--- src/rtl/assert_macros.svh ---
// Assertion macros for the RTL.
`ifndef ASSERT_MACROS_SVH
`define ASSERT_MACROS_SVH

`ifndef ASSERT_OFF

`define ASSERT_ALWAYS(label, clk, rst, expr) \
label: assert property (@(posedge clk) disable iff (rst) (expr)) \
   else $error("assertion failed");

`define ASSERT_NEXT(label, clk, rst, ante, cons) \
label: assert property (@(posedge clk) disable iff (rst) (ante) |=> (cons)) \
   else $error("assertion failed");

`else

`define ASSERT_ALWAYS(label, clk, rst, expr)

`define ASSERT_NEXT(label, clk, rst, ante, cons)

`endif

`endif

--- src/rtl/bpfa_pkg.sv ---
package bpfa_pkg;

   localparam int ADDR_W     = 48;
   localparam int COUNT_W    = 13;
   localparam int STATUS_W   = 3;
   localparam int CSR_IDX_W  = 2;
   localparam int CSR_DATA_W = 48;

   localparam logic [CSR_IDX_W-1:0] CSR_REGION_BASE    = 2'd0;
   localparam logic [CSR_IDX_W-1:0] CSR_PAGE_TOTAL     = 2'd1;
   localparam logic [CSR_IDX_W-1:0] CSR_RESERVED_COUNT = 2'd2;

   localparam logic [COUNT_W-1:0] PAGE_TOTAL_RESET = 13'd4096;

   localparam logic MODE_ALLOC = 1'b0;
   localparam logic MODE_FREE  = 1'b1;

   localparam logic [STATUS_W-1:0] STATUS_OK        = 3'd0;
   localparam logic [STATUS_W-1:0] STATUS_OOM       = 3'd1;
   localparam logic [STATUS_W-1:0] STATUS_OUTSIDE   = 3'd2;
   localparam logic [STATUS_W-1:0] STATUS_UNALIGNED = 3'd3;
   localparam logic [STATUS_W-1:0] STATUS_RESERVED  = 3'd4;
   localparam logic [STATUS_W-1:0] STATUS_NOT_ALLOC = 3'd5;

   typedef struct packed {
      logic              mode;
      logic [ADDR_W-1:0] free_address;
   } req_type;

   typedef struct packed {
      logic [ADDR_W-1:0]   page_address;
      logic [STATUS_W-1:0] status;
      logic [COUNT_W-1:0]  pages_in_use;
      logic [COUNT_W-1:0]  free_pages;
   } rsp_type;

   typedef struct packed {
      logic clr_wr;
      logic req_load;
      logic scan_start;
      logic scan_next;
      logic free_diff;
      logic free_check;
      logic alloc_commit;
      logic alloc_oom;
      logic free_commit;
      logic addr_calc;
      logic out_load;
   } dp_cmd_type;

   typedef struct packed {
      logic clr_done;
      logic req_mode;
      logic free_bad;
      logic alloc_hit;
      logic scan_last;
      logic free_here;
   } dp_sts_type;

endpackage

--- src/rtl/bpfa_ctrl.sv ---
module bpfa_ctrl (
   input  logic                 clock,
   input  logic                 reset,
   input  logic                 req_valid,
   output logic                 req_stall,
   output logic                 rsp_valid,
   input  logic                 rsp_stall,
   input  bpfa_pkg::dp_sts_type sts,
   output bpfa_pkg::dp_cmd_type cmd
);

   typedef enum logic [7:0] {
      ST_CLEAR      = 8'b0000_0001,
      ST_IDLE       = 8'b0000_0010,
      ST_START      = 8'b0000_0100,
      ST_FREE_CHECK = 8'b0000_1000,
      ST_ALLOC_SCAN = 8'b0001_0000,
      ST_FREE_SCAN  = 8'b0010_0000,
      ST_ALLOC_ADDR = 8'b0100_0000,
      ST_FINISH     = 8'b1000_0000
   } state_type;

   state_type state_ff, state_in;
   logic      rsp_valid_ff, rsp_valid_in;

   assign req_stall = state_ff != ST_IDLE;
   assign rsp_valid = rsp_valid_ff;

   always_comb begin
      state_in = state_ff;
      cmd      = '0;
      unique case (state_ff)
         ST_CLEAR: begin
            cmd.clr_wr = 1'b1;
            if (sts.clr_done) begin
               state_in = ST_IDLE;
            end
         end
         ST_IDLE: begin
            if (req_valid) begin
               cmd.req_load = 1'b1;
               state_in     = ST_START;
            end
         end
         ST_START: begin
            if (sts.req_mode == bpfa_pkg::MODE_FREE) begin
               cmd.free_diff = 1'b1;
               state_in      = ST_FREE_CHECK;
            end else begin
               cmd.scan_start = 1'b1;
               state_in       = ST_ALLOC_SCAN;
            end
         end
         ST_FREE_CHECK: begin
            cmd.free_check = 1'b1;
            if (sts.free_bad) begin
               state_in = ST_FINISH;
            end else begin
               cmd.scan_start = 1'b1;
               state_in       = ST_FREE_SCAN;
            end
         end
         ST_ALLOC_SCAN: begin
            if (sts.alloc_hit) begin
               cmd.alloc_commit = 1'b1;
               state_in         = ST_ALLOC_ADDR;
            end else if (sts.scan_last) begin
               cmd.alloc_oom = 1'b1;
               state_in      = ST_FINISH;
            end else begin
               cmd.scan_next = 1'b1;
            end
         end
         ST_FREE_SCAN: begin
            if (sts.free_here) begin
               cmd.free_commit = 1'b1;
               state_in        = ST_FINISH;
            end else begin
               cmd.scan_next = 1'b1;
            end
         end
         ST_ALLOC_ADDR: begin
            cmd.addr_calc = 1'b1;
            state_in      = ST_FINISH;
         end
         ST_FINISH: begin
            if (!rsp_valid_ff || !rsp_stall) begin
               cmd.out_load = 1'b1;
               state_in     = ST_IDLE;
            end
         end
         default: begin
            state_in = ST_IDLE;
         end
      endcase
   end

   always_comb begin
      priority if (cmd.out_load) begin
         rsp_valid_in = 1'b1;
      end else if (!rsp_stall) begin
         rsp_valid_in = 1'b0;
      end else begin
         rsp_valid_in = rsp_valid_ff;
      end
   end

   always_ff @(posedge clock) begin
      if (reset) begin
         state_ff     <= ST_CLEAR;
         rsp_valid_ff <= 1'b0;
      end else begin
         state_ff     <= state_in;
         rsp_valid_ff <= rsp_valid_in;
      end
   end

endmodule

--- config.mk ---
export PLATFORM = sky130hd
export DESIGN_NAME = bpfa_ctrl
export DESIGN_NICKNAME = d
export VERILOG_FILES = /design/src/rtl/assert_macros.svh /design/src/rtl/bpfa_pkg.sv /design/src/rtl/bpfa_ctrl.sv
export SDC_FILE = /design/constraint.sdc
export NUM_CORES = 1
export LEC_CHECK = 0
export BUFFER_PORTS_ARGS = -buffer_cell sky130_fd_sc_hd__buf_2
export CAP_MARGIN = 20
export CELL_PAD_IN_SITES_DETAIL_PLACEMENT = 1
export CELL_PAD_IN_SITES_GLOBAL_PLACEMENT = 2
export CORE_MARGIN = 2
export CORE_UTILIZATION = 26
export CTS_CLUSTER_DIAMETER = 200
export CTS_CLUSTER_SIZE = 25
export DETAILED_ROUTE_END_ITERATION = 8
export GPL_ROUTABILITY_DRIVEN = 0
export GPL_TIMING_DRIVEN = 1
export MAX_ROUTING_LAYER = met4
export PLACE_DENSITY_LB_ADDON = 0.1
export SLEW_MARGIN = 20
export SYNTH_ARGS = -nofsm -noshare
export SYNTH_HDL_FRONTEND = slang
export SYNTH_SLANG_ARGS = --single-unit
--- constraint.sdc ---
create_clock -name clock -period 1.7 [get_ports clock]
set_input_delay 0.085 -clock clock [delete_from_list [all_inputs] [get_ports clock]]
set_output_delay 0.085 -clock clock [all_outputs]
set_load 0.02 [all_outputs]
### Word-level counts from Yosys, hierarchy flattened

Index checks and enable logic that the tools add are counted.

* eq/ne operators: 15
* mux-type cells: 33
* reductions and logical operators: 4

Operators with widths (count)
* $pmux W8 S8: 1
* $mux W8: 7
* $mux W1: 21
* $eq A8 B1 Y1 const B: 1
* $eq A8 B2 Y1 const B: 1
* $eq A8 B3 Y1 const B: 1
* $eq A8 B4 Y1 const B: 1
* $eq A8 B5 Y1 const B: 1
* $eq A8 B6 Y1 const B: 1
* $eq A8 B7 Y1 const B: 1
* $eq A8 B8 Y1 const B: 1
* $ne A2 B2 Y1 const B: 4
* $ne A8 B2 Y1 const B: 1
* $mux W5: 1
* $reduce_and A5 Y1: 1
* $pmux W1 S2: 2
* $ne A3 B3 Y1 const B: 1
* $logic_not A1 Y1: 2
* $mux W2: 1
* $ne A2 B1 Y1 const B: 1
* $logic_or A1 B1 Y1: 1

* register bits after elaboration: 9
* bits of input ports: 10
* output and inout bits: 13

### Depth between registers and ports, before layout

Gate-level depths: netlist of run 1.

* depth after elaboration: 5
* gate-level depth with buffers: 6
* mapped depth without buffers: 5

### Worst setup path after synthesis of run 1

Ideal clock, no wire load.

* kind: flip-flop to flip-flop
* from: register state_ff[4]
* to: register state_ff[1]
* library setup time: 140 ps
* arrival: 1659 ps
* path slack: -99 ps
* cell stages (with the launch flop): 7
* path through: dfxtp_1 > buf_6 > nor4_4 > nand2_1 > nor3b_1 > a21o_1 > nor4_1

* cells in the longest elaborated chain, start to end: 3
* elaborated cells between the ends (all ways): 15
* classes of those cells: 13 x eq/ne; 1 x mux; 1 x reduce/logical

RTL lines
* start: declaration: RTL line bpfa_ctrl.sv:23 `state_type state_ff, state_in;`
* start signal: assignment: RTL line bpfa_ctrl.sv:113 `state_ff <= state_in;`
* $eq A8 B5 Y1, or another cell as far along: RTL line bpfa_ctrl.sv:32 `unique case (state_ff)`
* $ne A3 B3 Y1 (no line) or $ne A2 B2 Y1 (tied branches)
* $reduce_and A5 Y1 (no line)

Several ways; a longest one is shown, not always the timed one.
A chain may end at the register's enable or synchronous reset.

==> metrics.cfg, run 1 <==
[critical_path]
slowest_stage=dfxtp_4
cpMostUsedCell=buf_6
cp_cell_sequence=nor4_4, nor3b_4, buf_6, nand2_4, o21ai_2, buf_6
path_max_fanout=3
crit_path_end_kind=primary output
cp.required_ns=1.62
crit_arrival_ns=1.65
critPathBufInv=2
critPathKind=flop to primary output
start_kind=flop
cp_top_family=simple AND/OR/NAND/NOR gates
slowest_delay_ns=0.35

[synth]
synth_area_leaders=dfxtp_1, nand2_1, nor2_1
syn_area_um2=627
yosysUniqueCellTypes=33
synth_area_leader_cell=dfxtp_1
synth_warnings=0
synthCells=78
ys_seq_elements=9
synth_area_per_cell_um2=8.04
seq_area_frac_synth_pct=28.7
synth.top_cell.area_share_pct=28.7
synth_fp_nets=88

[drt]
vias_per_cell=4.97
dr.pass1.iters=4
drtIter0Drc=6
ant_nets=0
postRouteWirelength_mm=2.11
vias=745
wl_per_cell_um=14.1
drc=0

[place]
place_area_um2=828
dpl.hpwl_mm=1.52
dp.cells=135
detailedPlace.worstSlack_ns=0.0590
port_buffers=22

[timing]
fmax_mhz=575
hold_viol=0
tightest_slew_ns=0.298
fin_ws_ns=-0.0390
setup_viol=5
slew_headroom_pct=80.1
period_share_pct=102
slew_viol_final=0
skew_ns=0.00112
rsz0062_at_grt=true
finalCriticalPeriod_ns=1.74

[final_layout]
fillCellCount=287
drive_gt1_share_pct=63.1
fin_util_pct=47.6
instances_no_fill=150
area_growth_syn_to_layout_pct=71.3
antenna_cells=0
fin_area_um2=1070
nNetsFinal=133

[cts]
h-tree-depth=1
cts-root-buf=clkbuf_4
cts_buffers=3
clock-sinks=9
cts.clk_slew.worst_paths_ns=0.07
cts_buffer_depth=2
insertion_delay_ns=0.26
cts_tree=done

[pwr]
leakage_nw=0.500
power.density_nw_per_um2=517
power_w=0.000555
max-vdd-ir-drop_mv=0.350

[grt]
grt_pass1_wl_mm=3.21
grt_max_degree=9
antenna_found_initial=0
use_met1_pct=19.6
grt_busiest_layer=met2
grt_usage_pct=16.7
overflow=0
met2_usage_pct=27.9
grt_pass1_vias=696
use_met3_pct=5.08

[outcome]
status=finished, violations left
violations=setup timing

[die]
rows=17
dieWidth_um=53.1
io_pins=23
initial_core_util_pct=27.8
die_h_um=53.1
coreArea_um2=2250
die-area_um2=2820

[job]
cap_violations=0

[min_path]
hp-class=input pin to flop

[cells in the final DEF (no fill, tap or decap), drive strengths merged]
cell / instances
buf: 44
nor2: 10
nand2: 9
dfxtp: 9
inv: 4
a21oi: 4
clkbuf: 4
nor3b: 4
nor3: 3
and2: 3
nor4: 3
nor2b: 2
nor4b: 2
nand3: 2
and3: 2
o211ai: 2
nand2b: 2
o21ai: 2
or4: 1
nand4b: 1
and4b: 1
nand4: 1
xnor2: 1
o32ai: 1
a32oi: 1
o32a: 1
a2bb2oi: 1
o22ai: 1
a21o: 1
[routing by layer]
metal	up-vias	part of all wire [%]	wire [µm]
li1	371	-	-
met1	358	46	972
met2	14	50	1050
met3	2	3.3	69
met4	0	0.85	18
met5	-	0	0
[per-stage QoR]
step                setup TNS (ns)  hold slack [ns]
floorplan                        0            0.154
global route                -0.657           0.0993
finish                      -0.116            0.109
global placement                 0            0.379
CTS                         -0.213           0.0925
detailed placement               0            0.380
[what timing repair did]
item	4_1_cts	5_1_grt
buffers inserted	6	5
setup endpoints to repair	8	10
resized for setup	18	23
pin swaps	5	7
hold buffers	0	0
[worst paths after layout]
check / to / slack, ns / start / cells after the start
worst max-delay path: cmd[8] / -0.04 / state_ff[7] / 6
worst min-delay path: state_ff[5] / 0.11 / reset / 2
worst max register to register: state_ff[3] / 0.08 / state_ff[3] / 8
worst min register to register: rsp_valid / 0.53 / rsp_valid / 2
[Yosys cell counts]
cell type	number
a21o_1	1
nor2_2	1
nor3_1	3
a2bb2oi_1	1
nor3b_1	3
or4_4	1
o211ai_1	1
buf_6	2
a32oi_1	1
o32ai_1	1
nor3b_4	1
nand4b_1	1
a21oi_1	4
nor4_1	2
nand4_1	1
o22ai_1	1
dfxtp_1	9
and3_1	2
and4b_2	1
nor4b_1	2
nand2b_1	2
and2_1	3
buf_4	2
nand2_1	9
nor2_1	9
o21ai_0	2
nand3_1	2
o211ai_2	1
inv_1	4
o32a_1	1
nor4_4	1
nor2b_1	2
xnor2_1	1
[cell type report]
type                    count  area [µm²]  area share, %
clock buffers               4        26.3           2.45
repair buffers             44         309           28.8
multi-input cells          61         492           45.8
well taps                  28        35.0           3.26
inverters                   4        15.0           1.40
flip-flops and latches      9         196           18.3
[cells by family (layout without fill, tap and decap cells)]
group                     after synthesis  after routing  synth area share, %
xor gates and xnor gates                1              1                 1.40
and+or+nand+nor                        46             46                 45.5
buffers and inverters                   8             52                 8.38
DFF                                     9              9                 28.7
AOI/OAI and AO/OA                      14             14                 16.0
[sequential cells by signal (all words and copies together) (netlist names)]
signal	flops
state_ff	8
rsp_valid	1
[power breakdown]
part | internal [W] | switching (W)
combinational | 0.0000834 | 0.0000771
sequential | 0.000213 | 0.00000669
clock | 0.0000907 | 0.0000839
Power figures use the tool's default switching activity.
==> run 2, diff against run 1 <==
==> constraint.sdc (replaced) <==
create_clock -name clock -period 1.7 [get_ports clock]
set_input_delay 0.17 -clock clock [delete_from_list [all_inputs] [get_ports clock]]
set_output_delay 0.17 -clock clock [all_outputs]
set_load 0.02 [all_outputs]
==> run 2 against run 1 <==
The flow still finishes with violations (setup timing). Setup slack got worse by 0.079 ns. Worst hold slack improved by 0.077 ns. Sequential share of layout area about the same. Count of clock-buffer cells in the layout is 1 lower. Flip-flop and latch count unchanged. First-iteration DRC count is 50% higher. Clock power about the same. Largest cell class unchanged.
==> metrics.cfg, run 2 (synthesis results as in run 1) <==
[outcome]
status=finished, violations left
violations=setup timing

[die]
die_h_um=53.1  ; unchanged
die-area_um2=2820  ; unchanged
dieWidth_um=53.1  ; unchanged
coreArea_um2=2250  ; unchanged
initial_core_util_pct=27.8  ; unchanged
io_pins=23  ; unchanged
rows=17  ; unchanged

[final_layout]
layout_commonest_cell=buf_4
nNetsFinal=130  ; -2.3%
fin_area_um2=1080  ; +0.23%
antenna_cells=0  ; unchanged
regMostFlops=state_ff
drive_gt1_share_pct=63.0  ; -0.090 points
area_growth_syn_to_layout_pct=71.7
layout_common_cells=buf_4, buf_2, nand2_1, buf_6, nor2_1
largest_reg_flops=8  ; unchanged
fillCellCount=294  ; +2.4%

[drt]
postRouteWirelength_mm=2.14  ; +1.5%
drtIter0Drc=9  ; +3
drc=0  ; unchanged
vias=744  ; -0.13%
dr.pass1.iters=3  ; -1
wl_per_cell_um=14.6  ; +3.6%
vias_per_cell=5.06  ; +1.9%
ant_nets=0  ; unchanged

[cts]
clock-sinks=9  ; unchanged
cts_buffers=3  ; unchanged
h-tree-depth=1  ; unchanged
cts_tree=done
hold_buffers=0  ; unchanged
insertion_delay_ns=0.27  ; about the same
cts-root-buf=clkbuf_4
cts_buffer_depth=2  ; unchanged
cts.clk_slew.worst_paths_ns=0.07  ; about the same

[critical_path]
crit_arrival_ns=1.65  ; about the same
cp.required_ns=1.53  ; -0.09 ns
critPathKind=flop to primary output
start_kind=flop
crit_path_end_kind=primary output
path_max_fanout=4  ; +1

[grt]
grt_max_degree=9  ; unchanged
grt_pass1_wl_mm=3.40  ; +6.0%
grt_usage_pct=17.7  ; +1.0 points
grt_pass1_vias=772  ; +11%
antenna_found_initial=0  ; unchanged
overflow=0  ; unchanged

[timing]
tns_ns=-0.382  ; -0.266 ns
skew_ns=0.00470  ; +0.00358 ns
finalCriticalPeriod_ns=1.82  ; +0.0789 ns
slew_headroom_pct=77.0  ; -3.0 points
setup_viol=6  ; +1
rsz0062_at_grt=true
fin_ws_ns=-0.118  ; -0.0789 ns
tightest_slew_ns=0.343  ; +0.0450 ns
period_share_pct=107  ; +4.6 points
slew_viol_final=0  ; unchanged
hold_viol=0  ; unchanged
fmax_mhz=550  ; -4.3%

[place]
place_area_um2=817  ; -1.4%
detailedPlace.worstSlack_ns=0.104  ; +0.0450 ns
port_buffers=22  ; unchanged
dpl.hpwl_mm=1.45  ; -4.9%

[pwr]
leakage_nw=0.487  ; -2.7%
power.density_nw_per_um2=506  ; -2.0%
max-vdd-ir-drop_mv=0.288  ; -18%
power_w=0.000545  ; -1.7%

[job]
cap_violations=0  ; unchanged

[min_path]
hp-class=input pin to flop

-- run 2: cell types whose count changed in the layout (fill, tap and decap cells not counted), sizes merged --
cell,previous run,this run
buf,44,41
clkinv,0,1
clkbuf,4,3
-- run 2: power by group --
part | internal, W | leakage, nW | switching (W)
registers | 0.000214 | 0.0768 | 0.00000706
logic | 0.0000709 | 0.392 | 0.0000759
clock network | 0.0000871 | 0.0177 | 0.0000898
total | 0.000372 | 0.487 | 0.000173
-- run 2: worst paths after layout --
kind	slack, ns	start	depth (start not counted)	end
max	-0.12	state_ff[0]	5	cmd[0]
min	0.19	reset	2	state_ff[4]
max reg2reg	0.04	state_ff[4]	8	state_ff[1]
min reg2reg	0.52	rsp_valid	2	rsp_valid
-- run 2: area by class of cell --
type	count	area, µm²	area share (%)
Clock buffer	3	22.5	2.09
Clock inverter	1	5.00	0.465
Inverter	4	15.0	1.40
Multi-Input combinational cell	61	495	46.0
Sequential cell	9	196	18.3
Tap cell	28	35.0	3.26
Timing Repair Buffer	41	307	28.5
-- run 2: what timing repair did --
action | in CTS | in global routing
gates resized for setup | 29 | 18
pin swaps | 8 | 4
setup endpoints to repair | 11 | 13
setup buffers | 9 | 2
-- run 2: metrics by stage --
step / util, % / instances / hold slack, ns
after global routing: 47.7 / 147 / 0.181
after global placement: 36.2 / 133 / 0.461
after detailed placement: 36.2 / 133 / 0.466
final: 47.7 / 147 / 0.186
after CTS: 44.7 / 146 / 0.166
after floorplan: - / 78 / 0.239
-- run 2: critical path, stage by stage (launching register included) --
cell	delay [ns]
dfxtp_4	0.36
or4_4	0.56
nor2_4	0.13
nand3_2	0.08
a21oi_2	0.10
buf_4	0.14
-- run 2: per-layer routing --
metal / part of all wire (%) / GRT usage [%] / vias to the layer above
met3: 5.2 / 6.50 / 2
met4: 0.61 / 5.56 / 0
met2: 51 / 29.2 / 19
li1: - / - / 363
met5: 0 / - / -
met1: 43 / 19.9 / 360
